--- src/hdl/header_tail_frame_deframer_macros.svh ---
// Assertion macros shared by the header/tail frame deframer.
// Included by the top level; depends on nothing else.
`ifndef HEADER_TAIL_FRAME_DEFRAMER_MACROS_SVH
`define HEADER_TAIL_FRAME_DEFRAMER_MACROS_SVH

// Consequent must hold in the same cycle as the antecedent.
`define HTFD_ASSERT_NOW(lbl, clk, rst, ante, cons, msg) \
   lbl: assert property (@(posedge clk) disable iff (rst) (ante) |-> (cons)) else $error(msg);

// Consequent must hold in the cycle after the antecedent.
`define HTFD_ASSERT_NEXT(lbl, clk, rst, ante, cons, msg) \
   lbl: assert property (@(posedge clk) disable iff (rst) (ante) |=> (cons)) else $error(msg);

`endif

--- src/hdl/htfd_pkg.sv ---
// Types and constants for the header/tail frame deframer.
// Used by every module of the block.
package htfd_pkg;

   // Parser phase.
   typedef enum logic [1:0] {
      PH_WAIT_FIRST  = 2'd0,
      PH_WAIT_SECOND = 2'd1,
      PH_BODY        = 2'd2
   } phase_type;

   // Error codes carried with each result.
   typedef enum logic [1:0] {
      ERR_NONE     = 2'd0,
      ERR_TOO_LONG = 2'd1,
      ERR_OVERFLOW = 2'd2
   } err_type;

   // Input item modes.
   localparam logic MODE_BYTE     = 1'b0;
   localparam logic MODE_OVERFLOW = 1'b1;

   // Configuration register indexes.
   localparam int unsigned CSR_INDEX_W = 3;
   localparam logic [CSR_INDEX_W-1:0] REG_HEADER_FIRST  = 3'd0;
   localparam logic [CSR_INDEX_W-1:0] REG_HEADER_SECOND = 3'd1;
   localparam logic [CSR_INDEX_W-1:0] REG_TAIL_FIRST    = 3'd2;
   localparam logic [CSR_INDEX_W-1:0] REG_TAIL_SECOND   = 3'd3;
   localparam logic [CSR_INDEX_W-1:0] REG_MAX_BODY_LEN  = 3'd4;

   // Register reset values.
   localparam logic [7:0] RST_HEADER_FIRST  = 8'hAA;
   localparam logic [7:0] RST_HEADER_SECOND = 8'h55;
   localparam logic [7:0] RST_TAIL_FIRST    = 8'h55;
   localparam logic [7:0] RST_TAIL_SECOND   = 8'hAA;
   localparam logic [7:0] RST_MAX_BODY_LEN  = 8'd191;

   // Configuration register set.
   typedef struct packed {
      logic [7:0] header_first;
      logic [7:0] header_second;
      logic [7:0] tail_first;
      logic [7:0] tail_second;
      logic [7:0] max_body_length;
   } cfg_type;

   // Result item.
   typedef struct packed {
      logic [1:0] byte_count;
      logic [7:0] first_body_byte;
      logic [7:0] second_body_byte;
      logic       frame_done;
      logic [7:0] frame_length;
      err_type    error_code;
   } result_type;

   // Parser status seen by the top level.
   typedef struct packed {
      phase_type phase;
      logic      discarding;
      logic      tail_held;
   } status_type;

endpackage

--- src/hdl/htfd_channels.sv ---
// Valid/ready channel interfaces for the deframer's byte input and result output.
// Depends on nothing; field widths follow the block's item definitions.
interface htfd_req_if;
   logic       valid;
   logic       ready;
   logic       mode;
   logic [7:0] data_byte;

   modport source (output valid, output mode, output data_byte, input ready);
   modport sink   (input valid, input mode, input data_byte, output ready);
endinterface

interface htfd_rsp_if;
   logic       valid;
   logic       ready;
   logic [1:0] byte_count;
   logic [7:0] first_body_byte;
   logic [7:0] second_body_byte;
   logic       frame_done;
   logic [7:0] frame_length;
   logic [1:0] error_code;

   modport source (output valid, output byte_count, output first_body_byte,
                   output second_body_byte, output frame_done, output frame_length,
                   output error_code, input ready);
   modport sink   (input valid, input byte_count, input first_body_byte,
                   input second_body_byte, input frame_done, input frame_length,
                   input error_code, output ready);
endinterface

--- src/hdl/htfd_csr.sv ---
// Configuration registers of the deframer: header, tail and length settings.
// Depends on htfd_pkg.
module htfd_csr (
   input  logic                                clock,
   input  logic                                reset,
   input  logic                                csr_wr_en,
   input  logic [htfd_pkg::CSR_INDEX_W-1:0]    csr_index,
   input  logic [7:0]                          csr_wdata,
   output htfd_pkg::cfg_type                   cfg
);
   import htfd_pkg::*;

   cfg_type cfg_ff;
   cfg_type cfg_in;

   // Decode the register index; unknown indexes leave the set untouched.
   always_comb begin
      cfg_in = cfg_ff;
      if (csr_wr_en) begin
         unique case (csr_index)
            REG_HEADER_FIRST:  cfg_in.header_first    = csr_wdata;
            REG_HEADER_SECOND: cfg_in.header_second   = csr_wdata;
            REG_TAIL_FIRST:    cfg_in.tail_first      = csr_wdata;
            REG_TAIL_SECOND:   cfg_in.tail_second     = csr_wdata;
            REG_MAX_BODY_LEN:  cfg_in.max_body_length = csr_wdata;
            default:           cfg_in = cfg_ff;
         endcase
      end
   end

   always_ff @(posedge clock) begin
      if (reset) begin
         cfg_ff.header_first    <= RST_HEADER_FIRST;
         cfg_ff.header_second   <= RST_HEADER_SECOND;
         cfg_ff.tail_first      <= RST_TAIL_FIRST;
         cfg_ff.tail_second     <= RST_TAIL_SECOND;
         cfg_ff.max_body_length <= RST_MAX_BODY_LEN;
      end else begin
         cfg_ff <= cfg_in;
      end
   end

   assign cfg = cfg_ff;

endmodule

--- src/hdl/htfd_parser.sv ---
// Frame parser: phase machine, body counter and the per-byte result logic.
// Depends on htfd_pkg; driven from the input register of the top level.
module htfd_parser #(
   parameter int unsigned BODY_CAPACITY = 256
) (
   input  logic                   clock,
   input  logic                   reset,
   input  logic                   step,
   input  logic                   mode,
   input  logic [7:0]             data_byte,
   input  htfd_pkg::cfg_type      cfg,
   output htfd_pkg::result_type   result,
   output htfd_pkg::status_type   status
);
   import htfd_pkg::*;

   localparam int unsigned CNT_W  = $clog2(BODY_CAPACITY);
   localparam logic [8:0]  CAP_M1 = 9'(BODY_CAPACITY - 1);

   phase_type         phase_ff,      phase_in;
   logic [CNT_W-1:0]  body_count_ff, body_count_in;
   logic              discarding_ff, discarding_in;
   logic              tail_held_ff,  tail_held_in;

   logic [8:0] limit;
   logic [8:0] count_ext;
   logic       room_one;
   logic       room_two;
   logic       in_body;
   logic       close_pair;
   logic       broken_tail;
   logic       plain_byte;
   logic       emit_tail;
   logic       emit_byte;
   logic       reject;
   logic [8:0] count_sum;

   // Body limit is the register capped at one below the capacity.
   assign limit     = ({1'b0, cfg.max_body_length} > CAP_M1) ? CAP_M1
                                                             : {1'b0, cfg.max_body_length};
   assign count_ext = 9'(body_count_ff);
   assign room_one  = count_ext < limit;
   assign room_two  = (count_ext + 9'd1) < limit;

   // Classify the byte while in the body phase.
   always_comb begin
      in_body     = (mode == MODE_BYTE) && (phase_ff == PH_BODY);
      close_pair  = in_body && tail_held_ff && (data_byte == cfg.tail_second);
      broken_tail = in_body && tail_held_ff && (data_byte != cfg.tail_second);
      plain_byte  = in_body && !tail_held_ff && (data_byte != cfg.tail_first);
      emit_tail   = broken_tail && !discarding_ff && room_one;
      if (broken_tail) begin
         emit_byte = !discarding_ff && room_one && (data_byte != cfg.tail_first) && room_two;
         reject    = !discarding_ff &&
                     (!room_one || ((data_byte != cfg.tail_first) && !room_two));
      end else begin
         emit_byte = plain_byte && !discarding_ff && room_one;
         reject    = plain_byte && !discarding_ff && !room_one;
      end
      count_sum = count_ext + 9'(emit_tail) + 9'(emit_byte);
   end

   // Next state of the phase machine and its counters.
   always_comb begin
      phase_in      = phase_ff;
      body_count_in = body_count_ff;
      discarding_in = discarding_ff;
      tail_held_in  = tail_held_ff;
      if (mode == MODE_OVERFLOW) begin
         phase_in      = PH_WAIT_FIRST;
         body_count_in = '0;
         discarding_in = 1'b0;
         tail_held_in  = 1'b0;
      end else begin
         unique case (phase_ff)
            PH_WAIT_SECOND: begin
               if (data_byte == cfg.header_second) begin
                  phase_in      = PH_BODY;
                  body_count_in = '0;
                  discarding_in = 1'b0;
                  tail_held_in  = 1'b0;
               end else if (data_byte != cfg.header_first) begin
                  phase_in = PH_WAIT_FIRST;
               end
            end
            PH_BODY: begin
               if (close_pair) begin
                  phase_in      = PH_WAIT_FIRST;
                  body_count_in = '0;
                  discarding_in = 1'b0;
                  tail_held_in  = 1'b0;
               end else begin
                  body_count_in = count_sum[CNT_W-1:0];
                  discarding_in = discarding_ff || reject;
                  tail_held_in  = (data_byte == cfg.tail_first);
               end
            end
            default: begin
               phase_in = (data_byte == cfg.header_first) ? PH_WAIT_SECOND : PH_WAIT_FIRST;
            end
         endcase
      end
   end

   // Result fields for this byte.
   always_comb begin
      result.byte_count       = 2'(emit_tail) + 2'(emit_byte);
      result.first_body_byte  = emit_tail ? cfg.tail_first : (emit_byte ? data_byte : 8'd0);
      result.second_body_byte = (emit_tail && emit_byte) ? data_byte : 8'd0;
      result.frame_done       = close_pair && !discarding_ff;
      result.frame_length     = (close_pair && !discarding_ff) ? 8'(body_count_ff) : 8'd0;
      if (mode == MODE_OVERFLOW) begin
         result.error_code = ERR_OVERFLOW;
      end else if (reject) begin
         result.error_code = ERR_TOO_LONG;
      end else begin
         result.error_code = ERR_NONE;
      end
   end

   always_ff @(posedge clock) begin
      if (reset) begin
         phase_ff      <= PH_WAIT_FIRST;
         body_count_ff <= '0;
         discarding_ff <= 1'b0;
         tail_held_ff  <= 1'b0;
      end else if (step) begin
         phase_ff      <= phase_in;
         body_count_ff <= body_count_in;
         discarding_ff <= discarding_in;
         tail_held_ff  <= tail_held_in;
      end
   end

   assign status.phase      = phase_ff;
   assign status.discarding = discarding_ff;
   assign status.tail_held  = tail_held_ff;

endmodule

--- src/hdl/header_tail_frame_deframer.sv ---
// Top level of the header/tail frame deframer: input and result registers.
// Depends on htfd_pkg, htfd_channels, htfd_csr, htfd_parser and the macros header.
//
// Usage:
// The req channel carries one received byte per transfer (mode 0) or a receive
// overflow notice (mode 1). The rsp channel returns exactly one result per
// request: zero to two body bytes, a frame-done mark with the body length, and
// an error code. The csr port writes the header bytes, tail bytes and the body
// length limit; write it only while no request is in flight.
// Path: a transferred request is held in the input register, and its result is
// loaded into the result register once that register is empty or being drained.
// Throughput: one item per cycle while rsp is not held off. The parser step is
// one pass of logic between the input register and the result register, and the
// parser state updates with the result register load, so bytes chain with no gap.
// Reset: synchronous, active high. Both registers empty, parser waits for the
// first header byte, configuration returns to its default values.
// Stall: while rsp is held off, the result register keeps its item and the
// input register can still take one more request; after that req ready drops.
module header_tail_frame_deframer #(
   parameter int unsigned BODY_CAPACITY = 256
) (
   input  logic                              clock,
   input  logic                              reset,
   htfd_req_if.sink                          req,
   htfd_rsp_if.source                        rsp,
   input  logic                              csr_wr_en,
   input  logic [htfd_pkg::CSR_INDEX_W-1:0]  csr_index,
   input  logic [7:0]                        csr_wdata
);
   import htfd_pkg::*;

   `include "header_tail_frame_deframer_macros.svh"

   cfg_type    cfg;
   result_type result;
   status_type status;

   logic       req_valid_ff;
   logic       req_mode_ff;
   logic [7:0] req_byte_ff;
   logic       rsp_valid_ff;
   result_type rsp_data_ff;
   logic       advance;
   logic       step;

   htfd_csr u_csr (
      .clock     (clock),
      .reset     (reset),
      .csr_wr_en (csr_wr_en),
      .csr_index (csr_index),
      .csr_wdata (csr_wdata),
      .cfg       (cfg)
   );

   htfd_parser #(
      .BODY_CAPACITY (BODY_CAPACITY)
   ) u_parser (
      .clock     (clock),
      .reset     (reset),
      .step      (step),
      .mode      (req_mode_ff),
      .data_byte (req_byte_ff),
      .cfg       (cfg),
      .result    (result),
      .status    (status)
   );

   // The result register can load when it is empty or its transfer completes.
   assign advance   = !rsp_valid_ff || rsp.ready;
   assign step      = req_valid_ff && advance;
   assign req.ready = !req_valid_ff || advance;

   // Input register.
   always_ff @(posedge clock) begin
      if (reset) begin
         req_valid_ff <= 1'b0;
      end else if (req.ready) begin
         req_valid_ff <= req.valid;
      end
   end

   always_ff @(posedge clock) begin
      if (req.valid && req.ready) begin
         req_mode_ff <= req.mode;
         req_byte_ff <= req.data_byte;
      end
   end

   // Result register.
   always_ff @(posedge clock) begin
      if (reset) begin
         rsp_valid_ff <= 1'b0;
      end else if (advance) begin
         rsp_valid_ff <= req_valid_ff;
      end
   end

   always_ff @(posedge clock) begin
      if (step) begin
         rsp_data_ff <= result;
      end
   end

   assign rsp.valid            = rsp_valid_ff;
   assign rsp.byte_count       = rsp_data_ff.byte_count;
   assign rsp.first_body_byte  = rsp_data_ff.first_body_byte;
   assign rsp.second_body_byte = rsp_data_ff.second_body_byte;
   assign rsp.frame_done       = rsp_data_ff.frame_done;
   assign rsp.frame_length     = rsp_data_ff.frame_length;
   assign rsp.error_code       = rsp_data_ff.error_code;

   // An overflow notice always leaves the parser idle and clean.
   `HTFD_ASSERT_NEXT(a_overflow_clears, clock, reset, step && (req_mode_ff == MODE_OVERFLOW), (status.phase == PH_WAIT_FIRST) && !status.discarding && !status.tail_held, "overflow notice did not clear the parser")

   // A closed frame carries no body bytes and no error.
   `HTFD_ASSERT_NOW(a_done_clean, clock, reset, rsp.valid && rsp.frame_done, (rsp.byte_count == 2'd0) && (rsp.error_code == ERR_NONE), "frame end carries bytes or an error")

   // A too-long error comes from a byte while the frame was still being kept.
   `HTFD_ASSERT_NEXT(a_too_long_sets_drop, clock, reset, step && (result.error_code == ERR_TOO_LONG), status.discarding, "too-long error without dropping the frame")

   // A byte count of three never appears.
   `HTFD_ASSERT_NOW(a_count_range, clock, reset, rsp.valid, rsp.byte_count != 2'd3, "result byte count out of range")

endmodule

--- src/flat_wrapper.sv ---
// flat-port wrapper written by rule: the top's interface ports become plain ports
module header_tail_frame_deframer_flat import htfd_pkg::*;
#(
   parameter int unsigned BODY_CAPACITY = 256
)
  (clock, reset, csr_wr_en, csr_index, csr_wdata, req_valid, req_mode, req_data_byte, req_ready, rsp_valid, rsp_byte_count, rsp_first_body_byte, rsp_second_body_byte, rsp_frame_done, rsp_frame_length, rsp_error_code, rsp_ready);
  htfd_req_if req_i ();
  htfd_rsp_if rsp_i ();
  input  logic clock;
  input  logic reset;
  input  logic csr_wr_en;
  input  logic [htfd_pkg::CSR_INDEX_W-1:0] csr_index;
  input  logic [7:0] csr_wdata;
  input wire logic [$bits(req_i.valid)-1:0] req_valid;
  input wire logic [$bits(req_i.mode)-1:0] req_mode;
  input wire logic [$bits(req_i.data_byte)-1:0] req_data_byte;
  output wire logic [$bits(req_i.ready)-1:0] req_ready;
  output wire logic [$bits(rsp_i.valid)-1:0] rsp_valid;
  output wire logic [$bits(rsp_i.byte_count)-1:0] rsp_byte_count;
  output wire logic [$bits(rsp_i.first_body_byte)-1:0] rsp_first_body_byte;
  output wire logic [$bits(rsp_i.second_body_byte)-1:0] rsp_second_body_byte;
  output wire logic [$bits(rsp_i.frame_done)-1:0] rsp_frame_done;
  output wire logic [$bits(rsp_i.frame_length)-1:0] rsp_frame_length;
  output wire logic [$bits(rsp_i.error_code)-1:0] rsp_error_code;
  input wire logic [$bits(rsp_i.ready)-1:0] rsp_ready;
  assign req_i.valid = req_valid;
  assign req_i.mode = req_mode;
  assign req_i.data_byte = req_data_byte;
  assign req_ready = req_i.ready;
  assign rsp_valid = rsp_i.valid;
  assign rsp_byte_count = rsp_i.byte_count;
  assign rsp_first_body_byte = rsp_i.first_body_byte;
  assign rsp_second_body_byte = rsp_i.second_body_byte;
  assign rsp_frame_done = rsp_i.frame_done;
  assign rsp_frame_length = rsp_i.frame_length;
  assign rsp_error_code = rsp_i.error_code;
  assign rsp_i.ready = rsp_ready;
  header_tail_frame_deframer #(.BODY_CAPACITY(BODY_CAPACITY)) u_core (.clock(clock), .reset(reset), .req(req_i), .rsp(rsp_i), .csr_wr_en(csr_wr_en), .csr_index(csr_index), .csr_wdata(csr_wdata));
endmodule
--- config.mk ---
export PLATFORM = sky130hd
export DESIGN_NAME = header_tail_frame_deframer_flat
export DESIGN_NICKNAME = d
export VERILOG_FILES = /design/src/hdl/htfd_pkg.sv /design/src/hdl/htfd_channels.sv /design/src/hdl/htfd_csr.sv /design/src/hdl/htfd_parser.sv /design/src/hdl/header_tail_frame_deframer.sv /design/src/flat_wrapper.sv
export VERILOG_INCLUDE_DIRS = /design/src /design/src/hdl
export SDC_FILE = /design/constraint.sdc
export NUM_CORES = 1
export LEC_CHECK = 0
export BUFFER_PORTS_ARGS = -buffer_cell sky130_fd_sc_hd__buf_2
export CAP_MARGIN = 20
export CORE_MARGIN = 8
export CORE_UTILIZATION = 35
export DETAILED_ROUTE_END_ITERATION = 10
export GPL_TIMING_DRIVEN = 1
export PLACE_DENSITY = 0.56
export RECOVER_POWER = 25
export SYNTH_ARGS = -nofsm -noshare
export SYNTH_HDL_FRONTEND = slang
export SYNTH_SLANG_ARGS = --single-unit
--- constraint.sdc ---
create_clock -name clock -period 5.8 [get_ports clock]
set_input_delay 1.16 -clock clock [delete_from_list [all_inputs] [get_ports clock]]
set_output_delay 1.16 -clock clock [all_outputs]
set_load 0.01 [all_outputs]
## Word-level counts from Yosys, hierarchy flattened

Index checks and enable logic that the tools add are counted.

- Add/sub/neg operators: 4
- Order comparisons: 2
- Eq/ne operators: 16
- Mux-type cells: 22
- Bitwise gates (word level): 1
- Reduce and logical (&&, ||, !) cells: 39

Operators with widths:

| kind | number |
|---|---|
| $mux W8 | 5 |
| $eq A8 B8 Y1 | 4 |
| $ne A8 B8 Y1 | 3 |
| $logic_and A1 B1 Y1 | 20 |
| $add A8 B1 Y8 | 2 |
| $pmux W8 S2 | 1 |
| $reduce_and A2 Y1 | 5 |
| $add A8 B1 Y9 const B | 1 |
| $lt A9 B8 Y1 | 1 |
| $mux W1 | 9 |
| $lt A8 B8 Y1 | 1 |
| $mux W2 | 4 |
| $eq A3 B2 Y1 const B | 2 |
| $logic_not A1 Y1 | 6 |
| $ne A3 B2 Y1 const B | 2 |
| $reduce_and A3 Y1 | 2 |
| $logic_or A1 B1 Y1 | 4 |
| $ne A4 B3 Y1 const B | 1 |
| $pmux W1 S2 | 2 |
| $pmux W2 S2 | 1 |
| $eq A3 B1 Y1 const B | 1 |
| $eq A3 B3 Y1 const B | 1 |
| $logic_not A3 Y1 | 1 |
| $reduce_bool A3 Y1 | 1 |
| 4 further kinds | 4 |

- Bits in registers: 92
- Input port bits: 25
- Output and inout bits: 31
- Word-level logic and storage cells: 103

## Depth between registers and ports, before layout

- Depth in word-level cells: 11
- Mapped depth: 18
- Gate-level depth less buffers: 17

## By module

Synthesis repeated with hierarchy kept, for this count alone.

- Cells, all modules: 432
- Area total of the unflattened synthesis: 4692.0 um^2

By module, submodules not included:

| module | instances | cells an instance | area an instance (um^2) | sequential area each (um^2) |
|---|---|---|---|---|
| htfd_parser | 1 | 230 | 1844.3 | 240.2 |
| htfd_csr | 1 | 154 | 1602.8 | 800.8 |
| header_tail_frame_deframer | 1 | 48 | 1244.9 | 1181.1 |

## Least setup slack after synthesis

No wires, ideal clock.

- Kind: input-to-reg
- Start point: in rsp_ready
- End point: reg u_core.u_parser.body_count_ff[0]
- Setup time: 0.131 ns
- Arrival: 3.805 ns
- Data required time: 5.669 ns
- Setup slack: 1.863 ns
- Stages: 7
- Buffers on the path: 1
- Cell sequence: and2b_1 -> nor2_1 -> nand2_1 -> nor3_1 -> or2_1 -> buf_6 -> a211oi_2

- Cells in the longest elaborated chain, start to end: 3

Ends and longest elaborated chain:

| element | RTL line | RTL |
|---|---|---|
| start: declaration | flat_wrapper.sv:25 | `input wire logic [$bits(rsp_i.ready)-1:0] rsp_ready;` |
| $logic_or A1 B1 Y1 | header_tail_frame_deframer.sv:69 | `assign advance = !rsp_valid_ff \|\| rsp.ready;` |
| $logic_and A1 B1 Y1 | header_tail_frame_deframer.sv:70 | `assign step = req_valid_ff && advance;` |
| net u_core.step | header_tail_frame_deframer.sv:44 | `logic step;` |
| $reduce_and A3 Y1 (no line) | - |  |
| end signal: assignment | htfd_parser.sv:129 | `body_count_ff <= body_count_in;` |
| end: declaration | htfd_parser.sv:21 | `logic [CNT_W-1:0] body_count_ff, body_count_in;` |

The timed path passes the listed nets, and every way through them passes these cells.
A chain may end at the register's enable or synchronous reset.

## Worst setup path after layout

- Start point: reg u_core.u_parser.body_count_ff[1]
- End point: reg u_core.u_parser.body_count_ff[4]

- Cells in the longest elaborated chain, start to end: 9
- Elaborated cells on any way between the ends: 14
- Classes of those cells: 3 x add/sub; 2 x order compare; 4 x mux; 5 x reduce/logical

Ends and longest elaborated chain:

| element | RTL line | RTL |
|---|---|---|
| branches (longest 5 deep; another with $add A8 B1 Y9) | - |  |
| $add A8 B1 Y8 (*) | htfd_parser.sv:60 | `count_sum = count_ext + 9'(emit_tail) + 9'(emit_byte);` |
| $mux W8 (*) | htfd_parser.sv:87 | `if (close_pair) begin` |
| $pmux W8 S2 (*) | htfd_parser.sv:75 | `unique case (phase_ff)` |
| $mux W8 (*) | htfd_parser.sv:69 | `if (mode == MODE_OVERFLOW) begin` |

Mark *: on every way between the ends.

==> impl_metrics.csv <==
group,metric,value,unit
run_status,status,"complete, but fails checks",
run_status,violations,"capacitance limit, slew limit",
drt,drt_wl_total,10100,µm
floorplanning,start_util,0.357,
floorplanning,num_rows,42,
power,pwr-share-seq,0.513,
sta,period_needed,4.13,ns
finish,n_antenna_cell,0,
drt,ant_nets,0,
logic_synthesis,synth-compound-area-share,0.0889,
drt,vias,3172,
logic_synthesis,synthXorXnorAreaFrac,0.0982,
sta,fmax,242,MHz
power,internal_power,1.07,mW
power,clock_power_share,0.419,
clocking,cts_max_level,3,
worst_setup_path,start_kind,"flop",
power,pwr-share-comb,0.068,
logic_synthesis,postSynth.asyncResetShare,0,
sta,setup_viol,0,
logic_synthesis,synth_nets,492,
drt,drc,0,
worst_setup_path,rr_endpoint,"u_core.u_parser.body_count_ff[4]",
worst_setup_path,setup.worst_path.start,"u_core.u_parser.body_count_ff[1]",
floorplanning,die_h,132,µm
power,switching_power,324,µW
logic_synthesis,synthCells,447,
sta,finalHoldViolCount,0,
finish,utilization,0.406,
clocking,cts.sinks,92,
clocking,cts_resized,0,
place,gp_congestion,0.787,
clocking,cts_made_buffers,9,
grt,grt_max_degree,49,
logic_synthesis,synth_edf_count,38,
finish,layout_common_cells,"nand2_1 (77), dfxtp_1 (54), buf_2 (53)",
logic_synthesis,synth_area,4690,µm²
power,p_sw_frac,0.233,
logic_synthesis,synthMuxAreaShare,0.0107,
logic_synthesis,yosys.area_share.simple,0.227,
power,p_per_area,261,nW/µm²
sta,rsz0062_at_grt,"false",
clocking,clockBufferDepth,2,
grt,grt_pass1_vias,3089,
finish,final_nets,536,
logic_synthesis,synth_fa_ha_area_frac,0.0550,
drt,first_pass_iters,4,
grt,gr-usage-all-layers,0.119,
clocking,clk_latency,0.34,ns
clocking,tritoncts,"built",
sta,fin_hold_ws,0.461,ns
finish,drive_above_1_share,0.192,
sta,slew_violations,80,
logic_synthesis,ys_seq_area_frac,0.474,
sta,fin_skew,0.0111,ns
worst_setup_path,crit_fanout,11,
worst_setup_path,r2r.worst_path.cells,17,
floorplanning,pin_count,56,
logic_synthesis,synth-seq-cells,92,
place,dp_hpwl,7440,µm
finish,syn_to_final_growth,13.7,%
sta,post-route-period-util,0.711,
power,finalPower,1.39,mW
drt,wire_per_inst,15.1,µm
finish,fillerInstances,1321,
worst_setup_path,regToRegSetupSlack,1.67,ns
worst_setup_path,arrival,4.34,ns
clocking,cts.reportedPaths.clkPinSlew,0.06,ns
clocking,holdBufCountCts,0,
worst_hold_path,worst_hold_path_type,"reg2reg",
place,port_buffers,55,
logic_synthesis,syn_area_per_cell,10.5,µm²
logic_synthesis,synth_cell_types,51,
finish,layout_commonest_cell,"nand2_1",
worst_setup_path,critPathCaptureType,"flop",
clocking,post_cts_buffers,0,
sta,maxSlewHeadroom,-0.297,
sta,setup_tns,0,ns
floorplanning,die_w,132,µm
logic_synthesis,synth_top_family_by_area,"simple AND/OR/NAND/NOR gates",
worst_setup_path,worst_r2r_startpoint,"u_core.u_parser.body_count_ff[1]",
sta,tightest_slew,1.94,ns
power,power_leakage,2.13,nW
floorplanning,design.core.area,13100,µm²
floorplanning,dieArea,17400,µm²
drt,drtIter0Drc,230,
logic_synthesis,yosys_warnings,0,
drt,via_per_inst,4.72,
logic_synthesis,ys.flop_type,"dfxtp_1",
worst_setup_path,worstSetupPathType,"reg2reg",
grt,grt_pass1_wl,16400,µm
worst_setup_path,crit_path_end,"u_core.u_parser.body_count_ff[4]",
power,peakVddDrop,0.144,mV
grt,antenna_found_initial,0,
job,drv_cap,2,
clocking,cts_root_buffer,"clkbuf_16",
grt,overflow,0,
worst_setup_path,cp.required,6.02,ns
[state kept, by name (all words and copies together), names as in the netlist, 8 cells and up]
signal / flops
u_core.u_csr.cfg: 40
u_core.req_byte_ff: 8
u_core.rsp.first_body_byte: 8
u_core.rsp.frame_length: 8
u_core.rsp.second_body_byte: 8
u_core.u_parser.body_count_ff: 8
[cells by family (layout without fill, tap and decap cells)]
| logic type | Yosys count | count (layout) |
|---|---|---|
| compound gates | 53 | 53 |
| mux | 5 | 5 |
| xor+xnor | 44 | 44 |
| flops | 92 | 92 |
| buf+inv | 41 | 90 |
| fa+ha+maj | 20 | 20 |
| simple gates | 192 | 192 |
[how the worst min path moves through the flow]
stage | start | to | slack, ns | cells past startpoint
after floorplan | u_core.u_csr.cfg[6] | u_core.u_csr.cfg[6] | 0.44 | 2
after global placement | u_core.u_csr.cfg[6] | u_core.u_csr.cfg[6] | 0.45 | 2
after detailed placement | u_core.u_csr.cfg[6] | u_core.u_csr.cfg[6] | 0.46 | 2
after CTS | u_core.u_csr.cfg[6] | u_core.u_csr.cfg[6] | 0.47 | 2
after global routing | u_core.u_csr.cfg[6] | u_core.u_csr.cfg[6] | 0.49 | 2
final | u_core.u_csr.cfg[6] | u_core.u_csr.cfg[6] | 0.46 | 2
[routing by layer]
metal	vias to the layer above	part of all wire	GRT usage
met1	1483	0.47	0.149
met5	-	0	0
li1	1612	-	-
met3	10	0.050	0.0351
met4	0	0.015	0.0447
met2	67	0.46	0.190
[metrics by stage]
stage / worst slack, ns / instance area [µm²] / instances
CTS: 1.66 / 5340 / 672
floorplan: 1.86 / 4690 / 447
finish: 1.67 / 5330 / 672
detailed placement: 1.69 / 5040 / 656
global placement: 1.80 / 5040 / 656
global route: 1.40 / 5330 / 672
[area by class of cell]
cell class                 instances  area [µm²]  share of cell area
inverter                          18        67.6              0.0127
clock buffer                      11         233              0.0437
tap                              176         220              0.0413
multi-input combinational        314        2250               0.422
timing repair buffer              56         277              0.0519
clock inverter                     5        60.1              0.0113
sequential                        92        2220               0.417
[cell usage after synthesis (all sizes together), types with 4 or more instances]
| library cell | count | area [µm²] |
|---|---|---|
| nand4 | 8 | 50.1 |
| nor2 | 28 | 108 |
| nor2b | 5 | 31.3 |
| a21oi | 19 | 98.9 |
| nand2b | 4 | 25.0 |
| clkbuf | 9 | 33.8 |
| nor3 | 5 | 30.0 |
| o21ai | 5 | 25.0 |
| and2 | 19 | 119 |
| nand3 | 7 | 35.0 |
| dfxtp | 54 | 1080 |
| a211o | 6 | 52.6 |
| mux2i | 5 | 50.1 |
| xnor2 | 25 | 219 |
| buf | 14 | 118 |
| xor2 | 19 | 241 |
| ha | 19 | 238 |
| a22o | 8 | 70.1 |
| nor4 | 10 | 163 |
| nand3b | 20 | 150 |
| nand2 | 77 | 289 |
| edfxtp | 38 | 1140 |
| inv | 18 | 67.6 |
[worst max-delay path: stages (launching register included)]
cell	delay, ns
dfxtp_1	0.54
ha_1	0.26
nand3_1	0.15
nor2_1	0.19
xor2_1	0.18
ha_1	0.27
a21o_1	0.16
a221o_1	0.30
a211o_1	0.27
o21a_1	0.19
or3_1	0.33
fa_1	0.46
inv_1	0.10
ha_1	0.16
nand2_1	0.07
nor3_1	0.18
xnor2_1	0.15
nor2_1	0.05
[power groups by stage]
stage,clock network [mW],registers (mW),logic (mW)
6_report,0.583,0.714,0.0940
2_1_floorplan,0,0.720,0.0708
3_5_place_dp,0,0.729,0.0955
4_1_cts,0.598,0.714,0.0960
5_1_grt,0.626,0.717,0.104
3_3_place_gp,0,0.728,0.0937
Power figures use the tool's default switching activity.
